===== src/deq_pkg.sv =====
package deq_pkg;

    localparam int DATA_W = 32;
    localparam int FILL_W = 5;

    // operation code carried in s_axis_tuser
    typedef enum logic [1:0] {
        OP_PUSH_FRONT = 2'd0,
        OP_PUSH_BACK  = 2'd1,
        OP_POP_FRONT  = 2'd2,
        OP_POP_BACK   = 2'd3
    } t_op;

    // status code carried in m_axis_tuser
    typedef enum logic [1:0] {
        ST_OK        = 2'd0,
        ST_UNDERFLOW = 2'd1,
        ST_OVERFLOW  = 2'd2
    } t_status;

endpackage


===== src/double_ended_queue_core.sv =====
// double-ended queue of signed 32-bit values in a ring buffer of DEPTH slots
//
// input channel (s_axis): one request per item, the operation in tuser and
// the value to push in tdata; pops ignore tdata
// output channel (m_axis): exactly one result per request, in request order:
// popped value and fill count in tdata, status in tuser
//
// a push writes its slot in the cycle it is accepted and its result is valid
// in the next cycle, so pushes run at one request per cycle while the receiver takes every result
// a successful pop reads the slot ram, whose read port is registered; the
// read data goes on to the output register in state S_READ, and the input
// stays closed for the read, so the next request waits for that result
// failed pops and pushes (underflow, overflow) give their result in the next cycle
//
// a single output register holds the result; a new request is taken while
// that result is being drained, so a stalled receiver holds the input only
// once the output register is occupied and not taken
// reset empties the queue at once: front pointer and count go to zero, the
// slot contents are left as they are and are never read before written
module double_ended_queue_core import deq_pkg::*; #(
    parameter int DEPTH = 16
) (
    input  logic        i_clk,
    input  logic        i_rst_n,

    input  logic        s_axis_tvalid,
    output logic        s_axis_tready,
    input  logic [31:0] s_axis_tdata,   // [31:0] value
    input  logic [1:0]  s_axis_tuser,   // [1:0] op

    output logic        m_axis_tvalid,
    input  logic        m_axis_tready,
    output logic [39:0] m_axis_tdata,   // [31:0] popped, [36:32] fill, [39:37] zero
    output logic [1:0]  m_axis_tuser    // [1:0] status
);

    localparam int ADDR_W = $clog2(DEPTH);
    localparam int CNT_W  = $clog2(DEPTH + 1);
    localparam int SUM_W  = CNT_W + 1;

    localparam logic [CNT_W-1:0]  CNT_FULL  = CNT_W'(DEPTH);
    localparam logic [SUM_W-1:0]  SUM_DEPTH = SUM_W'(DEPTH);
    localparam logic [ADDR_W-1:0] ADDR_LAST = ADDR_W'(DEPTH - 1);

    typedef enum logic {
        S_READY,
        S_READ
    } t_state;

    t_state r_state, n_state;

    logic [ADDR_W-1:0]        r_front, n_front;
    logic [CNT_W-1:0]         r_count, n_count;
    logic                     r_out_valid, n_out_valid;
    logic signed [DATA_W-1:0] r_out_popped, n_out_popped;
    t_status                  r_out_status, n_out_status;
    logic [FILL_W-1:0]        r_out_fill, n_out_fill;

    logic                     s_accept;
    logic                     out_free;
    t_op                      req_op;
    logic signed [DATA_W-1:0] req_value;

    logic [SUM_W-1:0]         sum_tail;     // front + count
    logic [SUM_W-1:0]         sum_back;     // front + count - 1
    logic [ADDR_W-1:0]        tail_addr;    // first free slot behind the back
    logic [ADDR_W-1:0]        back_addr;    // slot of the back entry
    logic [ADDR_W-1:0]        front_prev;   // slot ahead of the front entry

    logic                     wr_en;
    logic [ADDR_W-1:0]        wr_addr;
    logic                     rd_en;
    logic [ADDR_W-1:0]        rd_addr;
    logic signed [DATA_W-1:0] rd_data;

    assign req_op    = t_op'(s_axis_tuser);
    assign req_value = s_axis_tdata;

    // output register drains this cycle or is empty
    assign out_free      = !r_out_valid || m_axis_tready;
    assign s_axis_tready = (r_state == S_READY) && out_free;
    assign s_accept      = s_axis_tvalid && s_axis_tready;

    // ring positions, front < DEPTH and count <= DEPTH so one subtract wraps
    always_comb begin
        sum_tail = SUM_W'(r_front) + SUM_W'(r_count);
        sum_back = sum_tail - SUM_W'(1);
        if (sum_tail >= SUM_DEPTH) begin
            tail_addr = ADDR_W'(sum_tail - SUM_DEPTH);
        end else begin
            tail_addr = ADDR_W'(sum_tail);
        end
        if (sum_back >= SUM_DEPTH) begin
            back_addr = ADDR_W'(sum_back - SUM_DEPTH);
        end else begin
            back_addr = ADDR_W'(sum_back);
        end
        if (r_front == '0) begin
            front_prev = ADDR_LAST;
        end else begin
            front_prev = r_front - ADDR_W'(1);
        end
    end

    always_comb begin
        n_state      = r_state;
        n_front      = r_front;
        n_count      = r_count;
        n_out_valid  = r_out_valid && !m_axis_tready;
        n_out_popped = r_out_popped;
        n_out_status = r_out_status;
        n_out_fill   = r_out_fill;
        wr_en        = 1'b0;
        wr_addr      = tail_addr;
        rd_en        = 1'b0;
        rd_addr      = r_front;

        case (r_state)
            S_READ: begin
                // slot data arrives, output register is empty by construction
                n_out_valid  = 1'b1;
                n_out_popped = rd_data;
                n_state      = S_READY;
            end
            default: begin
                if (s_accept) begin
                    n_out_popped = '0;
                    n_out_status = ST_OK;
                    case (req_op)
                        OP_PUSH_FRONT, OP_PUSH_BACK: begin
                            if (r_count == CNT_FULL) begin
                                n_out_status = ST_OVERFLOW;
                            end else begin
                                wr_en   = 1'b1;
                                n_count = r_count + CNT_W'(1);
                                if (req_op == OP_PUSH_FRONT) begin
                                    wr_addr = front_prev;
                                    n_front = front_prev;
                                end
                            end
                            n_out_valid = 1'b1;
                        end
                        default: begin
                            if (r_count == '0) begin
                                n_out_status = ST_UNDERFLOW;
                                n_out_valid  = 1'b1;
                            end else begin
                                rd_en   = 1'b1;
                                n_count = r_count - CNT_W'(1);
                                n_state = S_READ;
                                if (req_op == OP_POP_FRONT) begin
                                    if (r_front == ADDR_LAST) begin
                                        n_front = '0;
                                    end else begin
                                        n_front = r_front + ADDR_W'(1);
                                    end
                                end else begin
                                    rd_addr = back_addr;
                                end
                            end
                        end
                    endcase
                    n_out_fill = FILL_W'(n_count);
                end
            end
        endcase
    end

    always_ff @(posedge i_clk) begin
        if (!i_rst_n) begin
            r_state     <= S_READY;
            r_front     <= '0;
            r_count     <= '0;
            r_out_valid <= 1'b0;
        end else begin
            r_state     <= n_state;
            r_front     <= n_front;
            r_count     <= n_count;
            r_out_valid <= n_out_valid;
        end
        r_out_popped <= n_out_popped;
        r_out_status <= n_out_status;
        r_out_fill   <= n_out_fill;
    end

    deq_slots #(
        .DEPTH  (DEPTH),
        .ADDR_W (ADDR_W)
    ) u_slots (
        .i_clk     (i_clk),
        .i_wr_en   (wr_en),
        .i_wr_addr (wr_addr),
        .i_wr_data (req_value),
        .i_rd_en   (rd_en),
        .i_rd_addr (rd_addr),
        .o_rd_data (rd_data)
    );

    assign m_axis_tvalid = r_out_valid;
    assign m_axis_tdata  = {3'b000, r_out_fill, r_out_popped};
    assign m_axis_tuser  = r_out_status;

    // count never passes the ring size
    a_count_bound: assert property (@(posedge i_clk) disable iff (!i_rst_n)
        r_count <= CNT_FULL)
        else $error("entry count above depth");

    // while a pop read is in flight the output register is empty
    a_read_out_empty: assert property (@(posedge i_clk) disable iff (!i_rst_n)
        (r_state == S_READ) |-> !r_out_valid)
        else $error("output register occupied during slot read");

    // a pop read always delivers a result in the next cycle
    a_read_delivers: assert property (@(posedge i_clk) disable iff (!i_rst_n)
        (r_state == S_READ) |=> (r_out_valid && r_state == S_READY))
        else $error("pop read did not deliver a result");

    // a pop on a non-empty queue starts a read and lowers the count
    a_pop_reads: assert property (@(posedge i_clk) disable iff (!i_rst_n)
        (s_accept && s_axis_tuser[1] && r_count != '0)
            |=> (r_state == S_READ && r_count == $past(r_count) - CNT_W'(1)))
        else $error("pop did not start a slot read");

    // no write to the slots while a read is in flight
    a_no_write_in_read: assert property (@(posedge i_clk) disable iff (!i_rst_n)
        (r_state == S_READ) |-> !wr_en)
        else $error("slot write during pop read");

endmodule


===== src/deq_slots.sv =====
module deq_slots import deq_pkg::*; #(
    parameter int DEPTH  = 16,
    parameter int ADDR_W = 4
) (
    input  logic                     i_clk,
    input  logic                     i_wr_en,
    input  logic [ADDR_W-1:0]        i_wr_addr,
    input  logic signed [DATA_W-1:0] i_wr_data,
    input  logic                     i_rd_en,
    input  logic [ADDR_W-1:0]        i_rd_addr,
    output logic signed [DATA_W-1:0] o_rd_data
);

    logic signed [DATA_W-1:0] r_mem [DEPTH];
    logic signed [DATA_W-1:0] r_rd_data;

    always_ff @(posedge i_clk) begin
        if (i_wr_en) begin
            r_mem[i_wr_addr] <= i_wr_data;
        end
    end

    // registered read
    always_ff @(posedge i_clk) begin
        if (i_rd_en) begin
            r_rd_data <= r_mem[i_rd_addr];
        end
    end

    assign o_rd_data = r_rd_data;

endmodule

===== config.mk =====
export PLATFORM = sky130hd
export DESIGN_NAME = double_ended_queue_core
export DESIGN_NICKNAME = d
export VERILOG_FILES = /design/src/deq_pkg.sv /design/src/double_ended_queue_core.sv /design/src/deq_slots.sv
export SDC_FILE = /design/constraint.sdc
export NUM_CORES = 1
export LEC_CHECK = 0
export ABC_AREA = 1
export CELL_PAD_IN_SITES_DETAIL_PLACEMENT = 1
export CELL_PAD_IN_SITES_GLOBAL_PLACEMENT = 1
export CORE_MARGIN = 8
export CORE_UTILIZATION = 51
export CTS_BUF_LIST = sky130_fd_sc_hd__clkbuf_16
export CTS_CLUSTER_SIZE = 14
export DETAILED_ROUTE_END_ITERATION = 6
export DONT_BUFFER_PORTS = 1
export PLACE_DENSITY_LB_ADDON = 0.1
export SYNTH_ARGS = -nofsm -noshare
export SYNTH_HDL_FRONTEND = slang
export SYNTH_SLANG_ARGS = --single-unit

===== constraint.sdc =====
create_clock -name i_clk -period 4.69 [get_ports i_clk]
set_input_delay 0.2345 -clock i_clk [delete_from_list [all_inputs] [get_ports i_clk]]
set_output_delay 0.2345 -clock i_clk [all_outputs]
set_load 0.02 [all_outputs]

==> Flow_metrics.wiki, run 1 <==
{| class="wikitable"
! Metric !! Value
|-
| Run status || finished, final reports clean
|-
| Vias in the first global route || 17862
|-
| Library cell contributing the largest single delay on the critical path || sky130_fd_sc_hd__nand2_8
|-
| Maximum single-stage delay on the critical path || 590 ps
|-
| Maximum buffer depth of the clock tree || 3
|-
| Core utilization of the finished layout || 57.8%
|-
| Via count normalized by instance count || 5.74
|-
| Share of synthesized area spent on multiplexers || 0%
|-
| First-pass iteration count of the detailed router || 5
|-
| Number of maximum-capacitance violations || 0
|-
| Top cell type by total area after synthesis || sky130_fd_sc_hd__edfxtp_1
|-
| Post-synth design cell area || 25300 um2
|-
| Die height || between 200 and 250 um
|-
| Hold Worst Slack || roughly 62 ps
|-
| Antenna violation net count after detailed routing || 0
|-
| Clock skew after layout || about 18 ps
|-
| Worst slew margin || 24.9%
|-
| Placed insts || 2828
|-
| Die footprint || 57000 um2
|-
| Number of buffer cells added on primary ports || 0
|-
| Total cell area at the placement stage || 25900 um2
|-
| H-tree depth || 3
|-
| Flip-flop and latch count after synthesis || 594
|-
| Setup violation total in the final timing report || 0
|-
| Clock Tree Root || sky130_fd_sc_hd__clkbuf_16
|-
| Ys Warns || 0
|-
| Routed wire length || 70500 um
|-
| Horizontal die dimension || 239 um
|-
| # rows || 81
|-
| Syn Inst Count || 2263
|-
| Number of vias in the routed layout || 17098
|-
| Final std cells w/o fill || 2977
|-
| Fin crit share || approximately 76%
|-
| Routability cong. || 0.782
|-
| Fin nets || between 2000 and 2500
|-
| WP buf/inv || 2
|-
| Syn Area/Cell || 11.2 um2
|-
| Flop2flop setup slack || 1120 ps
|-
| Global route overflow || 0
|-
| Number of library cell types mapped by synthesis || 36
|-
| Ratio of cells with drive above 1 in the final layout || just under 7%
|-
| Highest ir drop seen on vdd || between 300 and 400 uV
|-
| Cell types with the largest area share after synthesis || sky130_fd_sc_hd__edfxtp_1, sky130_fd_sc_hd__nand2_1, sky130_fd_sc_hd__nand3_1, sky130_fd_sc_hd__inv_1, sky130_fd_sc_hd__buf_2
|-
| Switching Share || 26.8%
|-
| DRC violation total after the first TritonRoute iteration || 1343
|-
| Initial antenna violation count || 3
|-
| Hold path startpoint || s_axis_tvalid
|-
| Hold violation total from the final report || 0
|-
| Area fraction of the dominant cell type after synthesis || between 60% and 70%
|-
| First-pass GRT wire length || ~110000 um
|-
| Maximum number of pins on one net before global-route repair || 162
|-
| Synth-to-layout area growth || 11.9%
|-
| Sequential share of the synthesized area || 70.1%
|-
| Worst-Margin Slew || 1120 ps
|-
| Cell type group with the largest total delay on the critical path || simple AND/OR/NAND/NOR gates
|-
| Hold Path Stages || 2
|-
| Post-route cell area || 28300 um2
|-
| Total leakage power || 11.2 nW
|-
| Post-DR wirelength/cell || 23.7 um
|-
| Max Freq || 0.280 GHz
|-
| Number of max-slew violations in the final report || 0
|-
| Startpoint types || flop
|-
| Number of buffers created by CTS || 66
|-
| Adder and majority gate portion of the synthesized area || 0.524%
|-
| Starting density of the core || 51.7%
|-
| Worst reg2reg path depth || 13
|-
| Int Power || roughly 0.0093 W
|-
| Critical Path End Type || flop
|-
| Clock tree from TritonCTS || done
|-
| Worst path arrival time || around 3900 ps
|-
| Number of top-level pins || 82
|-
| Data required, critical path || approximately 5000 ps
|-
| Setup Crit Path Kind || flop to flop
|-
| Placeable core region || around 49000 um2
|-
| Total routing resource utilization after global routing || 25.0%
|-
| Remaining design rule violation count || 0
|-
| Clock latency at the later pin of the worst-skew pair || between 500 and 600 ps
|-
| Total area of multi-input combinational cells || around 6300 um2
|-
| Area taken by flip-flops and latches || around 18000 um2
|-
| Synthesized-area fraction occupied by ao, oa, aoi and oai cells || 0.856%
|-
| Share of total power in combinational logic || a little over an eighth
|-
| Most Frequent Cell on Critical Path || sky130_fd_sc_hd__nand3_1
|-
| Fraction of synthesized cell area in xor and xnor cells || less than 1%
|-
| Maximum net fanout on the critical path || between 80 and 90
|-
| CTS clock-pin slew for the worst setup and hold paths || 60 ps
|-
| Relative contribution of the clock network to total power || 38.1%
|-
| Share of total power in sequential cells || 48.4%
|-
| Power per Cell Area || 449 nW/um2
|-
| Startpoint of the worst register-to-register path || r_count[1]
|-
| Worst R2R End || u_slots.o_rd_data[20]
|-
| Chain of cells forming the critical path || inv_1, ha_1, nand3_2, nand2_4, nor2_4, nand2_8, nand2_8, buf_4, nand2_1, nand3_1, nand3_1, nand3_1, nand2_1
|-
| Sw Pwr || 0.00341 W
|-
| Main combinational cell family by area after synthesis || simple AND/OR/NAND/NOR gates
|-
| Post-detail-place hpwl || 38100 um
|-
| Hold Crit Class || input port to flop
|-
| Area fraction in and, or, nand and nor cells after synthesis || 22.5%
|-
| Final min period || between 3000 and 4000 ps
|-
| Unrepaired setup endpoints after global routing || false
|-
| Sum of negative setup slack || 0 ps
|-
| Number of sinks handled by clock tree synthesis || about 590
|-
| Worst hold endpoint || r_state
|-
| Fillcell total || 5027
|}
## worst max-delay path by stage
| stage | startpoint | endpoint | slack, ps | depth (start not counted) |
|---|---|---|---|---|
| floorplan | r_count[1] | u_slots.r_mem[10][0] | 1270 | 10 |
| global route | r_count[1] | u_slots.o_rd_data[11] | 820 | 14 |
| finish | r_count[1] | u_slots.o_rd_data[20] | 1120 | 13 |
| CTS | r_count[1] | u_slots.r_mem[14][4] | 1100 | 11 |
| detailed placement | r_count[1] | u_slots.r_mem[14][9] | 1120 | 11 |
| global placement | r_count[1] | u_slots.o_rd_data[11] | 1260 | 13 |
## Yosys cell counts
cell type / number
sky130_fd_sc_hd__nand2_1: 735
sky130_fd_sc_hd__edfxtp_1: 583
sky130_fd_sc_hd__nand3_1: 497
sky130_fd_sc_hd__inv_1: 162
sky130_fd_sc_hd__buf_2: 92
sky130_fd_sc_hd__nand3b_1: 32
sky130_fd_sc_hd__nor2_1: 27
sky130_fd_sc_hd__buf_4: 20
sky130_fd_sc_hd__o21ai_0: 16
sky130_fd_sc_hd__clkbuf_1: 14
sky130_fd_sc_hd__a21oi_1: 13
sky130_fd_sc_hd__buf_6: 12
sky130_fd_sc_hd__dfxtp_1: 11
sky130_fd_sc_hd__ha_1: 9
sky130_fd_sc_hd__xor2_1: 7
sky130_fd_sc_hd__xnor2_1: 4
sky130_fd_sc_hd__buf_1: 3
sky130_fd_sc_hd__inv_2: 2
sky130_fd_sc_hd__nand2_2: 2
sky130_fd_sc_hd__nand3_2: 2
sky130_fd_sc_hd__nor2_4: 2
sky130_fd_sc_hd__o21a_1: 2
sky130_fd_sc_hd__o21ai_1: 2
sky130_fd_sc_hd__o22ai_1: 2
sky130_fd_sc_hd__a32o_1: 1
sky130_fd_sc_hd__conb_1: 1
sky130_fd_sc_hd__fa_1: 1
sky130_fd_sc_hd__nand2_4: 1
sky130_fd_sc_hd__nand2b_1: 1
sky130_fd_sc_hd__nand4_1: 1
sky130_fd_sc_hd__nor2_2: 1
sky130_fd_sc_hd__nor3_1: 1
sky130_fd_sc_hd__nor4_1: 1
sky130_fd_sc_hd__o211ai_1: 1
sky130_fd_sc_hd__o21ai_4: 1
sky130_fd_sc_hd__or2_2: 1
## power groups by stage
stage	Sequential (W)	Combinational, W	Clock [W]
after detailed placement	0.00626	0.00162	0
final	0.00615	0.00172	0.00484
after CTS	0.00615	0.00173	0.00492
after floorplan	0.00624	0.00114	0
after global placement	0.00626	0.00157	0
after global routing	0.00616	0.00190	0.00512
## kinds of logic after synthesis
group | after synthesis
DFF | 594
other | 1
buffers and inverters | 305
adders and majority gates | 10
AOI/OAI and AO/OA | 38
and+or+nand+nor | 1304
xor gates and xnor gates | 11
## placed cells by master, fill, tap and decap left out, types with 2 or more instances in the layout
master | synthesis | layout
sky130_fd_sc_hd__inv_1 | 162 | 176
sky130_fd_sc_hd__a21oi_1 | 13 | 13
sky130_fd_sc_hd__o22ai_1 | 2 | 2
sky130_fd_sc_hd__xor2_1 | 7 | 7
sky130_fd_sc_hd__inv_2 | 2 | 3
sky130_fd_sc_hd__edfxtp_1 | 583 | 583
sky130_fd_sc_hd__o21ai_4 | 1 | 2
sky130_fd_sc_hd__nor2_1 | 27 | 11
sky130_fd_sc_hd__bufinv_16 | 0 | 3
sky130_fd_sc_hd__ha_1 | 9 | 9
sky130_fd_sc_hd__nand3_2 | 2 | 2
sky130_fd_sc_hd__o21a_1 | 2 | 2
sky130_fd_sc_hd__nand2_8 | 0 | 2
sky130_fd_sc_hd__clkinv_1 | 0 | 11
sky130_fd_sc_hd__clkinv_2 | 0 | 9
sky130_fd_sc_hd__dlygate4sd3_1 | 0 | 38
sky130_fd_sc_hd__nor2_4 | 2 | 18
sky130_fd_sc_hd__buf_12 | 0 | 11
sky130_fd_sc_hd__dfxtp_1 | 11 | 10
sky130_fd_sc_hd__nand2_1 | 735 | 731
sky130_fd_sc_hd__nand3_1 | 497 | 497
sky130_fd_sc_hd__diode_2 | 0 | 2
sky130_fd_sc_hd__conb_1 | 1 | 3
sky130_fd_sc_hd__buf_4 | 20 | 29
sky130_fd_sc_hd__xnor2_1 | 4 | 4
sky130_fd_sc_hd__nand2_4 | 1 | 3
sky130_fd_sc_hd__nand3b_1 | 32 | 32
sky130_fd_sc_hd__o21ai_0 | 16 | 16
sky130_fd_sc_hd__nand2_2 | 2 | 2
sky130_fd_sc_hd__inv_6 | 0 | 2
sky130_fd_sc_hd__clkbuf_16 | 0 | 69
## registers in the layout (all words and copies together), names as in the netlist
name / cells
r_count: 5
m_axis_tvalid: 1
r_out_popped: 32
r_front: 4
r_out_fill: 5
u_slots.o_rd_data: 32
m_axis_tuser: 2
r_state: 1
u_slots.r_mem: 512
## per-layer routing
layer  global-route usage [%]  share of wire (%)  vias up
li1                         -                  -     7747
met1                     32.9                 43     8766
met2                     42.3                 50      470
met3                     4.15                5.7      113
met4                     7.63                2.2        2
met5                        0              0.017        -
## cell type report
type                       count  area share [%]
tap                          664            2.94
sequential                   594            62.6
clock buffer                  69            6.10
clock inverter                40           0.884
multi-input combinational   1366            22.4
timing repair buffer          78            2.89
antenna                        2          0.0177
inverter                     164            2.18
## through the flow
step	setup WS [ps]	total power [W]
global route	821	0.0132
CTS	1100	0.0128
global placement	1260	0.00782
detailed placement	1120	0.00788
finish	1120	0.0127
floorplan	1270	0.00738
## timing repair
action | 4_1_cts | 5_1_grt
gates resized for setup | 0 | 0
hold buffers | 38 | 0
setup buffers | 0 | 0
endpoints found under the hold margin | 528 | 0
(Power assumes the default switching activity.)
==> inputs of run 2 (changes only) <==
Settings changed: ABC_AREA 1 to 0, CORE_UTILIZATION 51 to 54.
Clock period 4.69 ns to 3.29 ns, I/O delays scaled along.
==> run 2 against run 1 <==
Hold slack got worse by 27 ps; utilization up 7.4 points; worst setup slack got worse by 1100 ps; global-route usage up 1.2 points; fmax rose by 9.7%; non-clock buffer count up 89; clock skew about the same; synthesized cell count is 30% lower; register-to-register slack worse by 1100 ps; total power up 43%; area after synthesis down 5.3%; critical path type unchanged; critical endpoint is now u_slots.o_rd_data[3]; largest cell class unchanged; largest power group unchanged; highest routed layer unchanged.
==> Flow_metrics.wiki, run 2 <==
{| class="wikitable"
! Metric !! Value
|-
| Run status || finished, final reports clean
|-
| Data required, critical path || 3780 ps
|-
| Clock Tree Root || sky130_fd_sc_hd__clkbuf_16
|-
| Worst path arrival time || 3750 ps
|-
| Number of top-level pins || 82
|-
| Highest-count cells in the layout ignoring fill and taps || sky130_fd_sc_hd__edfxtp_1, sky130_fd_sc_hd__nand2_1, sky130_fd_sc_hd__a21oi_1
|-
| Total routing resource utilization after global routing || between 20% and 30%
|-
| Cell types with the largest area share after synthesis || sky130_fd_sc_hd__edfxtp_1, sky130_fd_sc_hd__nand2_1, sky130_fd_sc_hd__a21oi_1, sky130_fd_sc_hd__o21ai_0, sky130_fd_sc_hd__mux2i_1
|-
| Initial antenna violation count || 3
|-
| Fin nets || between 1500 and 2000
|-
| Clock latency at the later pin of the worst-skew pair || 630 ps
|-
| Maximum net fanout on the critical path || 11
|-
| Synth-to-layout area growth || 20.0%
|-
| Library cell contributing the largest single delay on the critical path || sky130_fd_sc_hd__fa_1
|-
| Number of vias in the routed layout || 15085
|-
| Hold Worst Slack || 35.3 ps
|-
| Post-DR wirelength/cell || 29.5 um
|-
| Worst slew margin || 51.1%
|-
| Number of sinks handled by clock tree synthesis || 594
|-
| Max Freq || around 0.31 GHz
|-
| Area fraction of the dominant cell type after synthesis || 73.1%
|-
| Fin crit share || 99.0%
|-
| Hold path startpoint || s_axis_tuser[1]
|-
| Hold violation total from the final report || 0
|-
| Post-synth design cell area || about 24000 um2
|-
| Ratio of cells with drive above 1 in the final layout || 17.6%
|-
| DRC violation total after the first TritonRoute iteration || 1337
|-
| Total leakage power || between 9 and 10 nW
|-
| Placeable core region || 44000 um2
|-
| Chain of cells forming the critical path || ha_2, fa_1, inv_1, ha_2, xnor2_1, buf_4, nor4b_4, buf_12, buf_4, o22a_1, a32o_1, a2111oi_1, a31o_1
|-
| Clock tree from TritonCTS || done
|-
| Number of library cell types mapped by synthesis || 60
|-
| Maximum number of pins on one net before global-route repair || 50
|-
| Hold Crit Class || input port to flop
|-
| H-tree depth || 2
|-
| Die height || 227 um
|-
| Die footprint || 51300 um2
|-
| Via count normalized by instance count || roughly 6.4
|-
| Worst-Margin Slew || 731 ps
|-
| Number of maximum-capacitance violations || 0
|-
| First-pass GRT wire length || 100000 um
|-
| Leading cell types by count after synthesis || sky130_fd_sc_hd__edfxtp_1, sky130_fd_sc_hd__nand2_1, sky130_fd_sc_hd__a21oi_1
|-
| Antenna violation net count after detailed routing || 0
|-
| Highest ir drop seen on vdd || between 500 and 600 uV
|-
| Routed wire length || roughly 69000 um
|-
| First-pass iteration count of the detailed router || 5
|-
| Total cell area at the placement stage || 25800 um2
|-
| Number of buffers created by CTS || 59
|-
| Startpoint types || flop
|-
| Critical Path End Type || flop
|-
| Post-detail-place hpwl || ~40000 um
|-
| Worst hold endpoint || r_out_fill[4]
|-
| Final std cells w/o fill || between 2000 and 2500
|-
| Remaining design rule violation count || 0
|-
| Flip-flop and latch count after synthesis || 594
|-
| Fillcell total || 3912
|-
| Post-route cell area || 28700 um2
|-
| Number of enable-type register cells in the synthesized netlist || 583
|-
| Cell with the most instances after synthesis || sky130_fd_sc_hd__edfxtp_1
|-
| Clock skew after layout || approximately 18 ps
|-
| Vias in the first global route || approximately 16000
|-
| Sequential share of the synthesized area || 74.0%
|-
| Hold Path Stages || 2
|-
| Syn Area/Cell || 15.0 um2
|-
| Worst R2R End || u_slots.o_rd_data[3]
|-
| Most common cell after layout, fill and taps aside || sky130_fd_sc_hd__edfxtp_1
|-
| Startpoint of the worst register-to-register path || r_front[0]
|-
| Unrepaired setup endpoints after global routing || true
|-
| # rows || 77
|-
| Number of buffer cells added on primary ports || 0
|-
| Placed insts || about 2200
|-
| Horizontal die dimension || 227 um
|-
| Power per Cell Area || 634 nW/um2
|-
| Routability cong. || 0.814
|-
| Final min period || ~3300 ps
|-
| Maximum buffer depth of the clock tree || 3
|-
| Setup Crit Path Kind || flop to flop
|-
| Worst reg2reg path depth || 13
|-
| Setup violation total in the final timing report || 0
|-
| Starting density of the core || 54.4%
|-
| Ys Warns || 0
|-
| Top reg by flops || u_slots.r_mem
|-
| Number of max-slew violations in the final report || 0
|-
| Dominant register cell in the synthesized netlist || sky130_fd_sc_hd__edfxtp_1
|-
| Top cell type by total area after synthesis || sky130_fd_sc_hd__edfxtp_1
|-
| Syn Inst Count || 1593
|-
| Core utilization of the finished layout || about two thirds
|-
| Global route overflow || 0
|-
| FFs w/ async S/R, synth || 0%
|-
| Flop2flop setup slack || 30 ps
|-
| CTS clock-pin slew for the worst setup and hold paths || approximately 60 ps
|-
| Max FFs per register || about 510
|-
| Maximum single-stage delay on the critical path || approximately 520 ps
|-
| Sum of negative setup slack || 0 ps
|}
==> run 2: cell count changes in the layout (fill, tap and decap cells not counted), sizes merged, moves of 35 or more <==
| cell | before | now |
|---|---|---|
| buf | 40 | 124 |
| nand3 | 499 | 33 |
| o21ai | 19 | 104 |
| a21oi | 13 | 110 |
| nand2 | 738 | 185 |
| and2 | 0 | 35 |
| inv | 181 | 29 |
| mux2i | 0 | 37 |
==> run 2: layout make-up <==
class	instances	area (um2)	share of cell area (%)
diodes	1	2.50	0.00871
clock buffers	61	1530	5.31
flip-flops and latches	594	17700	61.7
well taps	592	741	2.58
inverters	13	48.8	0.170
multi-input cells	870	6080	21.2
repair buffers	167	2260	7.85
clock inverters	50	349	1.21
==> run 2: per-stage QoR <==
| step | worst slack [ps] | power [W] |
|---|---|---|
| floorplan | -225 | 0.0105 |
| global placement | -69.5 | 0.0113 |
| detailed placement | -211 | 0.0114 |
| CTS | 2.96 | 0.0180 |
| global route | -97.6 | 0.0187 |
| finish | 33.6 | 0.0182 |
==> run 2: report_power, final <==
group / internal (W) / total (W) / switching [W]
combinational: 0.00110 / 0.00287 / 0.00177
sequential: 0.00864 / 0.00881 / 0.000170
clock: 0.00367 / 0.00653 / 0.00286
==> run 2: cell families after synthesis <==
family	after synthesis	share of synthesized area [%]
AOI/OAI and AO/OA	453	13.7
and+or+nand+nor	351	6.83
muxes	40	1.76
buffers and inverters	132	2.67
DFF	594	74.0
xor gates and xnor gates	12	0.470
adders and majority gates	10	0.554
other	1	0.0157
==> run 2: how the worst max path moves through the flow <==
stage	startpoint	end	slack, ps	cells past startpoint
6_report	r_front[0]	u_slots.o_rd_data[3]	30	13
3_5_place_dp	r_front[0]	u_slots.o_rd_data[6]	-210	12
3_3_place_gp	r_front[0]	u_slots.o_rd_data[1]	-70	12
4_1_cts	r_count[0]	u_slots.o_rd_data[0]	3	13
5_1_grt	r_front[0]	u_slots.o_rd_data[3]	-100	13
2_1_floorplan	r_count[0]	u_slots.r_mem[8][0]	-220	8
==> run 2: timing repair <==
item	CTS	global route
buffers inserted	2	17
cloned	1	5
endpoints found under the hold margin	529	0
pin swaps	1	4
setup endpoints to repair	160	290
hold buffers	38	0
resized for setup	7	46
==> run 2: metal layers <==
metal,global-route usage (%),share of wire (%)
met4,9.96,3.3
met5,0,0.038
met1,34.1,41
met3,3.16,5.1
met2,44.9,51
==> run 2: worst max-delay path: cells and delay by family (launching register included) <==
| kind | cells | cell delay [ps] |
|---|---|---|
| DFF | 1 | 320 |
| buffers and inverters | 4 | 570 |
| xor gates and xnor gates | 1 | 190 |
| adders and majority gates | 3 | 890 |
| and+or+nand+nor | 1 | 60 |
| AOI/OAI and AO/OA | 4 | 1090 |
